### src/sv/rslc_pkg.sv
// Package for the RGB status LED controller: command, mode, alert and colour codes,
// the colour decode table and the structure shared between the modules.
// No dependencies.
`timescale 1ns / 1ps

package rslc_pkg;

    // Default timing of the blink and flash patterns, in ticks.
    localparam int ON_TICKS_DEF  = 100;
    localparam int OFF_TICKS_DEF = 100;

    // Field and storage widths.
    localparam int NUM_ENTRIES = 7;
    localparam int ENTRY_W     = 11;
    localparam int INT_W       = 8;
    localparam int LEVEL_W     = 8;
    localparam int LEVELS_W    = 3 * LEVEL_W;
    localparam int CODE_W      = 3;
    localparam int KIND_W      = 4;
    localparam int VALUE_W     = 8;
    localparam int COUNT_W     = 16;
    localparam int CNT_EXT_W   = COUNT_W + 1;
    localparam int DUTY_W      = 14;
    localparam int IDX_W       = 3;

    // Entry positions in the configuration register list.
    localparam logic [IDX_W-1:0] ENT_ALERT        = 3'd0;
    localparam logic [IDX_W-1:0] ENT_BLINK        = 3'd1;
    localparam logic [IDX_W-1:0] ENT_FEEDBACK     = 3'd2;
    localparam logic [IDX_W-1:0] ENT_IDLE         = 3'd3;
    localparam logic [IDX_W-1:0] ENT_TOUCH_SHORT  = 3'd4;
    localparam logic [IDX_W-1:0] ENT_TOUCH_DOUBLE = 3'd5;
    localparam logic [IDX_W-1:0] ENT_TOUCH_LONG   = 3'd6;

    // Largest meaningful mode and alert codes.
    localparam logic [VALUE_W-1:0] MODE_MAX  = 8'd5;
    localparam logic [VALUE_W-1:0] ALERT_MAX = 8'd4;

    // Colour channel levels used by the decode table.
    localparam logic [LEVEL_W-1:0] LVL_FULL   = 8'hff;
    localparam logic [LEVEL_W-1:0] LVL_ORANGE = 8'hbf;
    localparam logic [LEVEL_W-1:0] LVL_NONE   = 8'h00;

    typedef enum logic [KIND_W-1:0] {
        KIND_TICK      = 4'd0,
        KIND_ENABLE    = 4'd1,
        KIND_DISABLE   = 4'd2,
        KIND_ON        = 4'd3,
        KIND_OFF       = 4'd4,
        KIND_INTENSITY = 4'd5,
        KIND_SHOW      = 4'd6,
        KIND_SET_MODE  = 4'd7,
        KIND_IDLE_SEL  = 4'd8,
        KIND_ALERT     = 4'd9
    } t_kind;

    typedef enum logic [2:0] {
        MODE_BLINK        = 3'd0,
        MODE_IDLE         = 3'd1,
        MODE_TOUCH_SHORT  = 3'd2,
        MODE_TOUCH_DOUBLE = 3'd3,
        MODE_TOUCH_LONG   = 3'd4,
        MODE_OFF          = 3'd5
    } t_mode;

    typedef enum logic [2:0] {
        ALERT_NONE  = 3'd0,
        ALERT_CONT  = 3'd1,
        ALERT_BLINK = 3'd2,
        ALERT_FLASH = 3'd3,
        ALERT_FADE  = 3'd4
    } t_alert;

    typedef enum logic [CODE_W-1:0] {
        COL_RED     = 3'd0,
        COL_GREEN   = 3'd1,
        COL_BLUE    = 3'd2,
        COL_YELLOW  = 3'd3,
        COL_ORANGE  = 3'd4,
        COL_MAGENTA = 3'd5,
        COL_CYAN    = 3'd6,
        COL_WHITE   = 3'd7
    } t_colour;

    typedef enum logic [1:0] {
        WR_NONE      = 2'd0,
        WR_BUFFERED  = 2'd1,
        WR_IMMEDIATE = 2'd2
    } t_written;

    // Request from the command logic to the duty multipliers.
    typedef struct packed {
        logic [LEVELS_W-1:0] levels;
        logic [INT_W-1:0]    intensity;
        logic                zero;
    } t_duty_req;

    // Colour code to packed levels: red in the top byte, blue in the bottom.
    function automatic logic [LEVELS_W-1:0] colour_levels(input logic [CODE_W-1:0] code);
        logic [LEVELS_W-1:0] lv;
        case (code)
            COL_RED:     lv = {LVL_FULL, LVL_NONE,   LVL_NONE};
            COL_GREEN:   lv = {LVL_NONE, LVL_FULL,   LVL_NONE};
            COL_BLUE:    lv = {LVL_NONE, LVL_NONE,   LVL_FULL};
            COL_YELLOW:  lv = {LVL_FULL, LVL_FULL,   LVL_NONE};
            COL_ORANGE:  lv = {LVL_FULL, LVL_ORANGE, LVL_NONE};
            COL_MAGENTA: lv = {LVL_FULL, LVL_NONE,   LVL_FULL};
            COL_CYAN:    lv = {LVL_NONE, LVL_FULL,   LVL_FULL};
            default:     lv = {LVL_FULL, LVL_FULL,   LVL_FULL};
        endcase
        return lv;
    endfunction

endpackage

### src/sv/rslc_duty.sv
// Duty calculation for the three PWM channels: level times intensity, over four.
// Depends on rslc_pkg.
`timescale 1ns / 1ps

module rslc_duty import rslc_pkg::*; (
    input  t_duty_req          i_req,
    output logic [DUTY_W-1:0]  o_red_duty,
    output logic [DUTY_W-1:0]  o_green_duty,
    output logic [DUTY_W-1:0]  o_blue_duty
);

    logic [2*LEVEL_W-1:0] w_red_prod;
    logic [2*LEVEL_W-1:0] w_green_prod;
    logic [2*LEVEL_W-1:0] w_blue_prod;

    // One 8 by 8 multiplier per channel.
    assign w_red_prod   = i_req.levels[3*LEVEL_W-1:2*LEVEL_W] * i_req.intensity;
    assign w_green_prod = i_req.levels[2*LEVEL_W-1:LEVEL_W]   * i_req.intensity;
    assign w_blue_prod  = i_req.levels[LEVEL_W-1:0]           * i_req.intensity;

    // Drop the two low bits; a zero request forces all channels off.
    assign o_red_duty   = i_req.zero ? '0 : w_red_prod[2*LEVEL_W-1:2];
    assign o_green_duty = i_req.zero ? '0 : w_green_prod[2*LEVEL_W-1:2];
    assign o_blue_duty  = i_req.zero ? '0 : w_blue_prod[2*LEVEL_W-1:2];

endmodule

### src/sv/rslc_core.sv
// Command and tick handling of the status LED controller: holds the enable,
// mode, alert, colour and blink counter state and decides each duty write.
// Depends on rslc_pkg.
`timescale 1ns / 1ps

module rslc_core import rslc_pkg::*; #(
    parameter int ON_TICKS  = ON_TICKS_DEF,
    parameter int OFF_TICKS = OFF_TICKS_DEF
) (
    input  logic                                 i_clk,
    input  logic                                 i_rst_n,
    input  logic                                 i_advance,
    input  logic [KIND_W-1:0]                    i_kind,
    input  logic [VALUE_W-1:0]                   i_value,
    input  logic [CODE_W-1:0]                    i_color,
    input  logic [NUM_ENTRIES-1:0][ENTRY_W-1:0]  i_entries,
    output t_duty_req                            o_req,
    output t_written                             o_written,
    output logic                                 o_status
);

    localparam logic signed [CNT_EXT_W-1:0] ON_LIMIT  = CNT_EXT_W'(ON_TICKS);
    localparam logic signed [CNT_EXT_W-1:0] OFF_LIMIT = -CNT_EXT_W'(OFF_TICKS);

    logic                 r_enabled,   n_enabled;
    t_mode                r_mode,      n_mode;
    logic                 r_idle_sel,  n_idle_sel;
    t_alert               r_alert,     n_alert;
    logic [INT_W-1:0]     r_intensity, n_intensity;
    logic [LEVELS_W-1:0]  r_levels,    n_levels;
    logic [COUNT_W-1:0]   r_count,     n_count;

    logic signed [CNT_EXT_W-1:0] w_cnt;
    logic signed [CNT_EXT_W-1:0] w_blink_next;
    logic [1:0]                  w_step;
    logic                        w_run_blink;
    logic                        w_show;
    logic                        w_from_entry;
    logic [IDX_W-1:0]            w_idx;
    logic [ENTRY_W-1:0]          w_entry;
    logic [CODE_W-1:0]           w_code;
    logic [INT_W-1:0]            w_int;
    logic                        w_update;
    logic                        w_zero_write;

    // State registers advance only when the item moves to the result register.
    always_ff @(posedge i_clk) begin
        if (!i_rst_n) begin
            r_enabled   <= 1'b0;
            r_mode      <= MODE_OFF;
            r_idle_sel  <= 1'b0;
            r_alert     <= ALERT_NONE;
            r_intensity <= '0;
            r_levels    <= '0;
            r_count     <= '0;
        end else if (i_advance) begin
            r_enabled   <= n_enabled;
            r_mode      <= n_mode;
            r_idle_sel  <= n_idle_sel;
            r_alert     <= n_alert;
            r_intensity <= n_intensity;
            r_levels    <= n_levels;
            r_count     <= n_count;
        end
    end

    // Signed view of the counter and its next blink step.
    assign w_cnt        = $signed({r_count[COUNT_W-1], r_count});
    assign w_blink_next = w_cnt[CNT_EXT_W-1] ? (w_cnt - CNT_EXT_W'(1))
                                             : (w_cnt + $signed({{(CNT_EXT_W-2){1'b0}}, w_step}));
    assign w_entry      = i_entries[w_idx];
    assign w_code       = w_from_entry ? w_entry[CODE_W-1:0] : i_color;
    assign w_int        = w_from_entry ? w_entry[ENTRY_W-1:CODE_W] : i_value;

    // Command decode, blink sequencing and duty write selection.
    always_comb begin
        n_enabled    = r_enabled;
        n_mode       = r_mode;
        n_idle_sel   = r_idle_sel;
        n_alert      = r_alert;
        n_intensity  = r_intensity;
        n_levels     = r_levels;
        n_count      = r_count;
        o_written    = WR_NONE;
        o_status     = 1'b0;
        w_step       = 2'd1;
        w_run_blink  = 1'b0;
        w_show       = 1'b0;
        w_from_entry = 1'b1;
        w_idx        = ENT_ALERT;
        w_update     = 1'b0;
        w_zero_write = 1'b0;

        unique case (i_kind)
            KIND_TICK: begin
                case (r_alert)
                    ALERT_CONT: begin
                        w_show = 1'b1;
                    end
                    ALERT_BLINK: begin
                        w_run_blink = 1'b1;
                    end
                    ALERT_FLASH: begin
                        w_run_blink = 1'b1;
                        w_step      = 2'd2;
                    end
                    ALERT_FADE: begin
                        n_count = (w_cnt > ON_LIMIT) ? '0 : r_count + COUNT_W'(1);
                        w_show  = 1'b1;
                    end
                    default: begin
                        case (r_mode)
                            MODE_BLINK: begin
                                w_run_blink = 1'b1;
                                w_idx       = ENT_BLINK;
                            end
                            MODE_IDLE: begin
                                w_show = 1'b1;
                                w_idx  = r_idle_sel ? ENT_FEEDBACK : ENT_IDLE;
                            end
                            MODE_TOUCH_SHORT: begin
                                w_show = 1'b1;
                                w_idx  = ENT_TOUCH_SHORT;
                            end
                            MODE_TOUCH_DOUBLE: begin
                                w_show = 1'b1;
                                w_idx  = ENT_TOUCH_DOUBLE;
                            end
                            MODE_TOUCH_LONG: begin
                                w_show = 1'b1;
                                w_idx  = ENT_TOUCH_LONG;
                            end
                            MODE_OFF: begin
                                w_update = r_enabled;
                            end
                            default: ;
                        endcase
                    end
                endcase
            end
            KIND_ENABLE: begin
                n_enabled = 1'b1;
                n_mode    = MODE_IDLE;
                w_update  = 1'b1;
            end
            KIND_DISABLE: begin
                n_enabled = 1'b0;
                n_mode    = MODE_OFF;
                o_written = WR_IMMEDIATE;
            end
            KIND_ON, KIND_OFF, KIND_INTENSITY, KIND_SHOW,
            KIND_SET_MODE, KIND_IDLE_SEL, KIND_ALERT: begin
                if (!r_enabled) begin
                    o_status = 1'b1;
                end else begin
                    case (i_kind)
                        KIND_ON: begin
                            n_mode   = MODE_IDLE;
                            w_update = 1'b1;
                        end
                        KIND_OFF: begin
                            n_mode   = MODE_OFF;
                            w_update = 1'b1;
                        end
                        KIND_INTENSITY: begin
                            n_intensity = i_value;
                            w_update    = 1'b1;
                        end
                        KIND_SHOW: begin
                            w_show       = 1'b1;
                            w_from_entry = 1'b0;
                        end
                        KIND_SET_MODE: begin
                            if (i_value <= MODE_MAX) begin
                                n_mode = t_mode'(i_value[2:0]);
                            end
                        end
                        KIND_IDLE_SEL: begin
                            n_idle_sel = |i_value;
                        end
                        default: begin
                            if (i_value <= ALERT_MAX) begin
                                n_alert = t_alert'(i_value[2:0]);
                            end
                        end
                    endcase
                end
            end
            default: ;
        endcase

        // Blink and flash: lit phase counts up, dark phase counts down.
        if (w_run_blink) begin
            if (w_blink_next > ON_LIMIT) begin
                n_count      = '1;
                w_zero_write = 1'b1;
            end else if (w_blink_next < OFF_LIMIT) begin
                n_count = '0;
                w_show  = 1'b1;
            end else begin
                n_count = w_blink_next[COUNT_W-1:0];
            end
        end

        // A colour change only lands while enabled, and then rewrites the duty.
        if (w_show && r_enabled) begin
            n_intensity = w_int;
            n_levels    = colour_levels(w_code);
            w_update    = 1'b1;
        end

        if (w_update || w_zero_write) begin
            o_written = WR_BUFFERED;
        end
    end

    // The multipliers see the updated colour; off mode, blanking and any result without a buffered write force zero.
    assign o_req.levels    = n_levels;
    assign o_req.intensity = n_intensity;
    assign o_req.zero      = (o_written != WR_BUFFERED) || w_zero_write || (n_mode == MODE_OFF);

endmodule

### src/sv/rgb_status_led_controller_top.sv
// RGB status LED controller top level: input beat register, configuration
// entries, command logic, duty multipliers and the result register.
// Depends on rslc_pkg, rslc_core and rslc_duty.
// An accepted input beat passes through the input beat register and then the result register.
// Throughput: one item per cycle; the input register and the result register
// hand over in the same cycle, so only a stalled result register holds input.
// Reset (synchronous, active low) clears the valid flags, the configuration
// entries and all controller state; the block is disabled with the display off.
`timescale 1ns / 1ps

module rgb_status_led_controller_top import rslc_pkg::*; #(
    parameter int ON_TICKS  = ON_TICKS_DEF,
    parameter int OFF_TICKS = OFF_TICKS_DEF
) (
    input  logic                 i_clk,
    input  logic                 i_rst_n,
    // Configuration write port
    input  logic                 i_cfg_we,
    input  logic [IDX_W-1:0]     i_cfg_index,
    input  logic [ENTRY_W-1:0]   i_cfg_data,
    // Input stream
    input  logic                 s_tvalid,
    output logic                 s_tready,
    input  logic [15:0]          s_tdata,   // value [7:0], color [10:8], zero fill
    input  logic [KIND_W-1:0]    s_tuser,   // kind [3:0]
    // Result stream
    output logic                 m_tvalid,
    input  logic                 m_tready,
    output logic [47:0]          m_tdata    // red_duty [13:0], green_duty [27:14],
                                            // blue_duty [41:28], duty_written [43:42],
                                            // status [44], zero fill
);

    logic                                r_in_valid;
    logic [KIND_W-1:0]                   r_in_kind;
    logic [VALUE_W-1:0]                  r_in_value;
    logic [CODE_W-1:0]                   r_in_color;
    logic [NUM_ENTRIES-1:0][ENTRY_W-1:0] r_entries;
    logic                                r_out_valid;
    logic [47:0]                         r_out_data;

    logic                                w_advance;
    t_duty_req                           w_req;
    t_written                            w_written;
    logic                                w_status;
    logic [DUTY_W-1:0]                   w_red;
    logic [DUTY_W-1:0]                   w_green;
    logic [DUTY_W-1:0]                   w_blue;

    // The input beat moves on whenever the result register is free or emptying.
    assign w_advance = r_in_valid && (!r_out_valid || m_tready);
    assign s_tready  = !r_in_valid || w_advance;

    // Input beat register.
    always_ff @(posedge i_clk) begin
        if (!i_rst_n) begin
            r_in_valid <= 1'b0;
        end else if (s_tready) begin
            r_in_valid <= s_tvalid;
        end
    end

    always_ff @(posedge i_clk) begin
        if (s_tvalid && s_tready) begin
            r_in_kind  <= s_tuser;
            r_in_value <= s_tdata[VALUE_W-1:0];
            r_in_color <= s_tdata[VALUE_W+CODE_W-1:VALUE_W];
        end
    end

    // Configuration entries; indexes past the list are ignored.
    always_ff @(posedge i_clk) begin
        if (!i_rst_n) begin
            r_entries <= '0;
        end else if (i_cfg_we && (i_cfg_index < IDX_W'(NUM_ENTRIES))) begin
            r_entries[i_cfg_index] <= i_cfg_data;
        end
    end

    rslc_core #(
        .ON_TICKS  (ON_TICKS),
        .OFF_TICKS (OFF_TICKS)
    ) u_core (
        .i_clk     (i_clk),
        .i_rst_n   (i_rst_n),
        .i_advance (w_advance),
        .i_kind    (r_in_kind),
        .i_value   (r_in_value),
        .i_color   (r_in_color),
        .i_entries (r_entries),
        .o_req     (w_req),
        .o_written (w_written),
        .o_status  (w_status)
    );

    rslc_duty u_duty (
        .i_req        (w_req),
        .o_red_duty   (w_red),
        .o_green_duty (w_green),
        .o_blue_duty  (w_blue)
    );

    // Result register.
    always_ff @(posedge i_clk) begin
        if (!i_rst_n) begin
            r_out_valid <= 1'b0;
        end else if (w_advance) begin
            r_out_valid <= 1'b1;
        end else if (m_tready) begin
            r_out_valid <= 1'b0;
        end
    end

    always_ff @(posedge i_clk) begin
        if (w_advance) begin
            r_out_data <= {3'b000, w_status, w_written, w_blue, w_green, w_red};
        end
    end

    assign m_tvalid = r_out_valid;
    assign m_tdata  = r_out_data;

    // A rejected command never writes a duty.
    a_reject_no_write: assert property (@(posedge i_clk) disable iff (!i_rst_n)
        (m_tvalid && m_tdata[44]) |-> (m_tdata[43:42] == WR_NONE))
        else $error("rejected command carries a duty write");

    // Only a buffered write may carry non-zero duties.
    a_zero_unless_buffered: assert property (@(posedge i_clk) disable iff (!i_rst_n)
        (m_tvalid && (m_tdata[43:42] != WR_BUFFERED)) |-> (m_tdata[41:0] == '0))
        else $error("non-zero duty without a buffered write");

    // The write code is always one of the defined values.
    a_written_code: assert property (@(posedge i_clk) disable iff (!i_rst_n)
        m_tvalid |-> ((m_tdata[43:42] == WR_NONE) || (m_tdata[43:42] == WR_BUFFERED)
                      || (m_tdata[43:42] == WR_IMMEDIATE)))
        else $error("invalid duty write code");

    // Nothing is presented on the result side straight after reset.
    a_reset_empty: assert property (@(posedge i_clk)
        !i_rst_n |=> !m_tvalid)
        else $error("result valid after reset");

endmodule
### config.mk
export PLATFORM = sky130hd
export DESIGN_NAME = rgb_status_led_controller_top
export DESIGN_NICKNAME = d
export VERILOG_FILES = /design/src/sv/rslc_pkg.sv /design/src/sv/rslc_duty.sv /design/src/sv/rslc_core.sv /design/src/sv/rgb_status_led_controller_top.sv
export SDC_FILE = /design/constraint.sdc
export NUM_CORES = 1
export LEC_CHECK = 0
export BUFFER_PORTS_ARGS = -buffer_cell sky130_fd_sc_hd__buf_2
export CORE_ASPECT_RATIO = 1.4
export CORE_MARGIN = 10
export CORE_UTILIZATION = 35
export DETAILED_ROUTE_END_ITERATION = 6
export GPL_TIMING_DRIVEN = 0
export REMOVE_ABC_BUFFERS = 1
export SYNTH_ARGS = -nofsm -noshare
export SYNTH_HDL_FRONTEND = slang
export SYNTH_SLANG_ARGS = --single-unit
### constraint.sdc
create_clock -name i_clk -period 11 [get_ports i_clk]
set_input_delay 0.55 -clock i_clk [delete_from_list [all_inputs] [get_ports i_clk]]
set_output_delay 0.55 -clock i_clk [all_outputs]
set_load 0.02 [all_outputs]
Word-level counts from Yosys, hierarchy flattened
Index checks and enable logic that the tools add are counted.

word-level totals
  logic and storage cells = 153
  flip-flop bits (word level) = 195
  output and inout bits = 50
  input port bits = 39

operators by class
  $add $sub $neg = 3
  multiply operators = 3
  multiplexer cells = 58
  equal/unequal tests = 26
  order comparisons = 9
  reduce and logical (&&, ||, !) cells = 31
  bitwise operators = 1

operators with widths
  kind                     count
  $pmux W24 S7             1
  $mux W16                 6
  $bwmux W77               1
  $mul A8 B8 Y16           3
  $mux W8                  5
  $bmux W11 S3             1
  $demux W11 S3            1
  $mux W24                 1
  $mux W1                  22
  $mux W11                 2
  $eq A3 B3 Y1 const B     7
  $eq A3 B2 Y1 const B     6
  $pmux W3 S3              2
  $add A16 B3 Y17          1
  $gt A17 B8 Y1 const B    1
  $lt A17 B8 Y1 const B    1
  $mux W17                 1
  $sub A16 B2 Y17 const B  1
  $add A16 B1 Y16 const B  1
  $eq A4 B3 Y1 const B     4
  $gt A16 B8 Y1 const B    1
  $le A8 B3 Y1 const B     2
  $mux W3                  5
  $pmux W3 S5              1
  other kinds (28)         54

Depth between registers and ports, before layout
  word-level depth = 16
  gate-level depth with buffers = 34
  depth with buffers taken out = 30

By module
From an unflattened synthesis, not the netlist that was laid out.

second synthesis, totals
  cell total of the unflattened synthesis = 1,857
  area total of the unflattened synthesis = 16,393.2 µm²

modules (own cells, without submodules)
  module                         instances  area an instance (µm²)  cells each  seq. area each (µm²)
  rslc_duty                      1          6,346.1                 756         0.0
  rslc_core                      1          5,345.1                 762         1,121.1
  rgb_status_led_controller_top  1          4,702.0                 339         3,383.2

Worst setup path before layout
OpenSTA, ideal clock, no wires.

  path type = register to register
  from = reg r_in_kind[0]
  to = reg r_out_data[13], in the netlist m_tdata[13] (data pin)
  path slack = 2.542 ns
  setup time = 0.267 ns
  buffers on the path = 4
  clock period less this slack = 8.458 ns
  data required time = 10.733 ns
  cell stages (with the launch flop) = 34
  arrival = 8.191 ns
  cells stage by stage = edfxtp_1 -> or4_1 -> buf_2 -> nand4b_1 -> ha_1 -> fa_1 -> nand2b_1 -> a21oi_1 -> xor2_1 -> nand3_1 -> and3_1 -> or4b_1 -> o31a_1 -> buf_2 -> nor3_1 -> buf_2 -> buf_2 -> nor3_1 -> fa_1 -> inv_1 -> fa_1 -> inv_1 -> fa_1 -> inv_1 -> fa_1 -> inv_1 -> ha_1 -> a21boi_0 -> o21ai_0 -> a21oi_1 -> a41o_1 -> o41ai_1 -> xnor2_1 -> nor2b_1

between the ends
  longest elaborated chain between the ends = 15
  elaborated cells between the ends (all ways) = 63
  those cells by class = add/sub: 1; mul: 1; order compare: 2; eq/ne: 17; mux: 34; reduce/logical: 8

ends and longest elaborated chain
  element                                                   RTL line                              source
  start, declared                                           rgb_status_led_controller_top.sv:35   logic [KIND_W-1:0] r_in_kind;
  start signal, assigned                                    rgb_status_led_controller_top.sv:65   r_in_kind <= s_tuser;
  branches (longest 15 deep; another with $add A16 B3 Y17)  -
  end signal, assigned                                      rgb_status_led_controller_top.sv:116  r_out_data <= {3'b000, w_status, w_written, w_blue, w_green, w_red};
  end, declared                                             rgb_status_led_controller_top.sv:40   logic [47:0] r_out_data;

Parallel ways; which one is timed is not known. The select of a mux whose other input is x is not followed.
A chain may end at the register's enable or synchronous reset.

Worst setup path after layout
Ends and elaborated chain as after synthesis.

==> impl_metrics.env <==
export IMPL_die_y_um=274
export IMPL_hold_viol=0
export IMPL_portBuffers=80
export IMPL_met2_usage=0.277
export IMPL_via_per_inst=5.38
export IMPL_synthFlopType="dfxtp_1"
export IMPL_antenna_left=0
export IMPL_drt_iter0_markers=851
export IMPL_tightest_slew_ps=1440
export IMPL_first_pass_iters=7
export IMPL_cp_max_fo=16
export IMPL_rsz0062_at_grt="false"
export IMPL_wl_per_cell_um=16.3
export IMPL_die_w_um=202
export IMPL_worstPathArrival_ps=10550
export IMPL_synth_cell_types=78
export IMPL_die_area_mm2=0.0553
export IMPL_clock_latency_ps=470
export IMPL_n_antenna_cell=0
export IMPL_min_path_type="in -> reg"
export IMPL_synth_area_mm2=0.0162
export IMPL_critPathRequiredTime_ps=11200
export IMPL_reg2reg_from="r_in_kind[0]$_DFFE_PP_"
export IMPL_fill_cells=4696
export IMPL_grt_max_degree=59
export IMPL_nNetsFinal=2189
export IMPL_cts_sinks=195
export IMPL_fin_tns_setup_ps=0
export IMPL_multi_input_area_mm2=0.0106
export IMPL_synth_edff_count=60
export IMPL_power_density_mw_per_mm2=88.9
export IMPL_maxSlewHeadroom=0.0383
export IMPL_hold_start="s_tdata[0]"
export IMPL_num_rows=93
export IMPL_yosysWarningCount=0
export IMPL_synth_most_common_cell="nand2_1"
export IMPL_dpl_hpwl_um=31800
export IMPL_cts_root_buf="clkbuf_16"
export IMPL_drt_wl_total_um=41600
export IMPL_drc=0
export IMPL_antenna_found_initial=0
export IMPL_power_switching_w=0.000474
export IMPL_setup_viol=0
export IMPL_gp_congestion=0.850
export IMPL_crit_top_cell="fa_1"
export IMPL_power_internal_w=0.00112
export IMPL_ctsHoldBuffers=0
export IMPL_ctsResizeCount=0
export IMPL_fmax_ghz=0.0967
export IMPL_overflow=0
export IMPL_grt_pass1_vias=13500
export IMPL_cp_start_kind="register"
export IMPL_power_leakage_nw=7.28
export IMPL_yosys_register_bits=195
export IMPL_async_flop_share=0
export IMPL_endpoint_kind="register"
export IMPL_fin_hold_ws_ps=258
export IMPL_critPathSlowestCell="or4_1"
export IMPL_sw_frac_of_total=0.297
export IMPL_period_share=0.940
export IMPL_syn_area_per_cell_um2=8.48
export IMPL_synthTopCellsByArea="dfxtp_1, fa_1, edfxtp_1"
export IMPL_use_met3=0.0184
export IMPL_clk_path_buf_depth=2
export IMPL_gr_max_usage_layer="met2"
export IMPL_core_area_mm2=0.0458
export IMPL_ys_top_cells_by_count="nand2_1, inv_1, nor3_1"
export IMPL_startpoint="r_in_kind[0]$_DFFE_PP_"
export IMPL_io_pins=89
export IMPL_cts_buffers=17
export IMPL_drive_gt1_frac=0.0933
export IMPL_netlist_area_leader_share=0.167
export IMPL_ys_seq_area_frac=0.279
export IMPL_crit_path_max_incr_delay_ps=870
export IMPL_slew_violations=0
export IMPL_power_frac_seq=0.486
export IMPL_path_class="reg -> reg"
export IMPL_fin_skew_ps=20.4
export IMPL_fin_crit_ps=10340
export IMPL_cap_violations=0
export IMPL_grt_first_pass_wirelength_um=68200
export IMPL_cts_setup_buffers=0
export IMPL_peakVddDrop_mv=0.105
export IMPL_grt_use_total=0.149
export IMPL_start_util=0.352
export IMPL_netlist_instances=1904
export IMPL_synth_largest_area_cell="dfxtp_1"
export IMPL_htreeDepth=4
export IMPL_layout_area_seq_mm2=0.00450
export IMPL_clock_power_share=0.419
export IMPL_p_comb_frac=0.095
export IMPL_cts_tree="built"
export IMPL_status="finished clean"
export IMPL_path_clk_slew_ps=90
export IMPL_area_growth_syn_to_layout_pct=11.1
export IMPL_grt_use_met1=0.173
export IMPL_num_vias=13700
cell usage in the layout, fill, tap and decap left out, types with 6 or more instances in the layout:
| cell type | count |
|---|---|
| o22ai_1 | 10 |
| ha_1 | 124 |
| or3_1 | 64 |
| nor2b_1 | 20 |
| a21boi_0 | 6 |
| o22ai_2 | 8 |
| xnor2_1 | 22 |
| nand2b_1 | 17 |
| and3_1 | 11 |
| nor3_2 | 9 |
| buf_8 | 10 |
| nor3_1 | 148 |
| edfxtp_1 | 60 |
| fa_1 | 109 |
| nand3_1 | 26 |
| nand2_1 | 247 |
| o21bai_1 | 6 |
| or2_2 | 6 |
| a21oi_1 | 146 |
| xor2_1 | 24 |
| a21o_1 | 29 |
| mux2i_1 | 42 |
| o21a_1 | 18 |
| o21ai_0 | 58 |
| nor4_1 | 8 |
| clkbuf_16 | 17 |
| mux2_2 | 7 |
| buf_6 | 6 |
| nor2_1 | 107 |
| dfxtp_1 | 135 |
| buf_2 | 80 |
| a22oi_1 | 8 |
| a31oi_1 | 16 |
| inv_1 | 179 |
| a211oi_1 | 11 |
| a221oi_1 | 17 |
state kept, by name, indices dropped and copies added, names as in the netlist:
signal	count
m_tvalid	1
u_core.r_alert	3
m_tdata	45
r_in_color	3
r_in_kind	4
u_core.r_levels	24
r_entries	77
u_core.r_enabled	1
r_in_value	8
u_core.r_mode	3
r_in_valid	1
u_core.r_count	16
u_core.r_intensity	8
u_core.r_idle_sel	1
layer usage:
metal / vias up / part of all wire
li1: 6638 / -
met5: - / 0
met4: 0 / 0.020
met2: 342 / 0.53
met1: 6680 / 0.42
met3: 54 / 0.038
path summary, 6_finish.rpt:
kind | slack, ps | endpoint | cells past startpoint
worst max-delay path | 660 | m_tdata[13]$_SDFFCE_PP0P_ | 29
worst min-delay path | 260 | r_in_value[0]$_DFFE_PP_ | 1
worst max register to register | 660 | m_tdata[13]$_SDFFCE_PP0P_ | 29
worst min register to register | 460 | r_entries[12]$_SDFFE_PN0P_ | 2
per-stage QoR:
step           power [W]  std cells  setup slack, ps   util  instance area [um2]
2_1_floorplan   0.000884       1797             1160      -                15700
3_3_place_gp    0.000935       2494            -1150  0.368                16900
3_5_place_dp    0.000943       2515              731  0.378                17300
4_1_cts          0.00161       2547              716  0.391                17900
5_1_grt          0.00166       2547              155  0.391                17900
6_report         0.00160       2547              655  0.391                17900
logic make-up after synthesis:
kind of cell / synth area share
simple gates: 0.208
compound gates: 0.154
buf+inv: 0.0702
fa+ha+maj: 0.231
flops: 0.279
mux: 0.0332
xor+xnor: 0.0249
other cells: 0.000232
power by group through the flow:
stage,registers [W],logic [W],clock network [W]
2_1_floorplan,0.000795,0.0000891,0
3_3_place_gp,0.000792,0.000143,0
3_5_place_dp,0.000792,0.000151,0
4_1_cts,0.000775,0.000151,0.000686
5_1_grt,0.000778,0.000166,0.000711
6_report,0.000776,0.000151,0.000669
layout make-up:
| class | count | share of cell area |
|---|---|---|
| Clock buffer | 17 | 0.0237 |
| Clock inverter | 15 | 0.0109 |
| Inverter | 181 | 0.0380 |
| Multi-Input combinational cell | 1421 | 0.593 |
| Sequential cell | 195 | 0.251 |
| Tap cell | 617 | 0.0430 |
| Timing Repair Buffer | 101 | 0.0402 |
critical path: cells and delay by family (launching register included):
family | cells | cell delay [ps]
DFF | 1 | 650
buffers and inverters | 4 | 430
xor gates and xnor gates | 1 | 130
adders and majority gates | 7 | 3130
AOI/OAI and AO/OA | 10 | 2830
and+or+nand+nor | 7 | 2890
No activity file was read; power rests on OpenSTA's default activity.
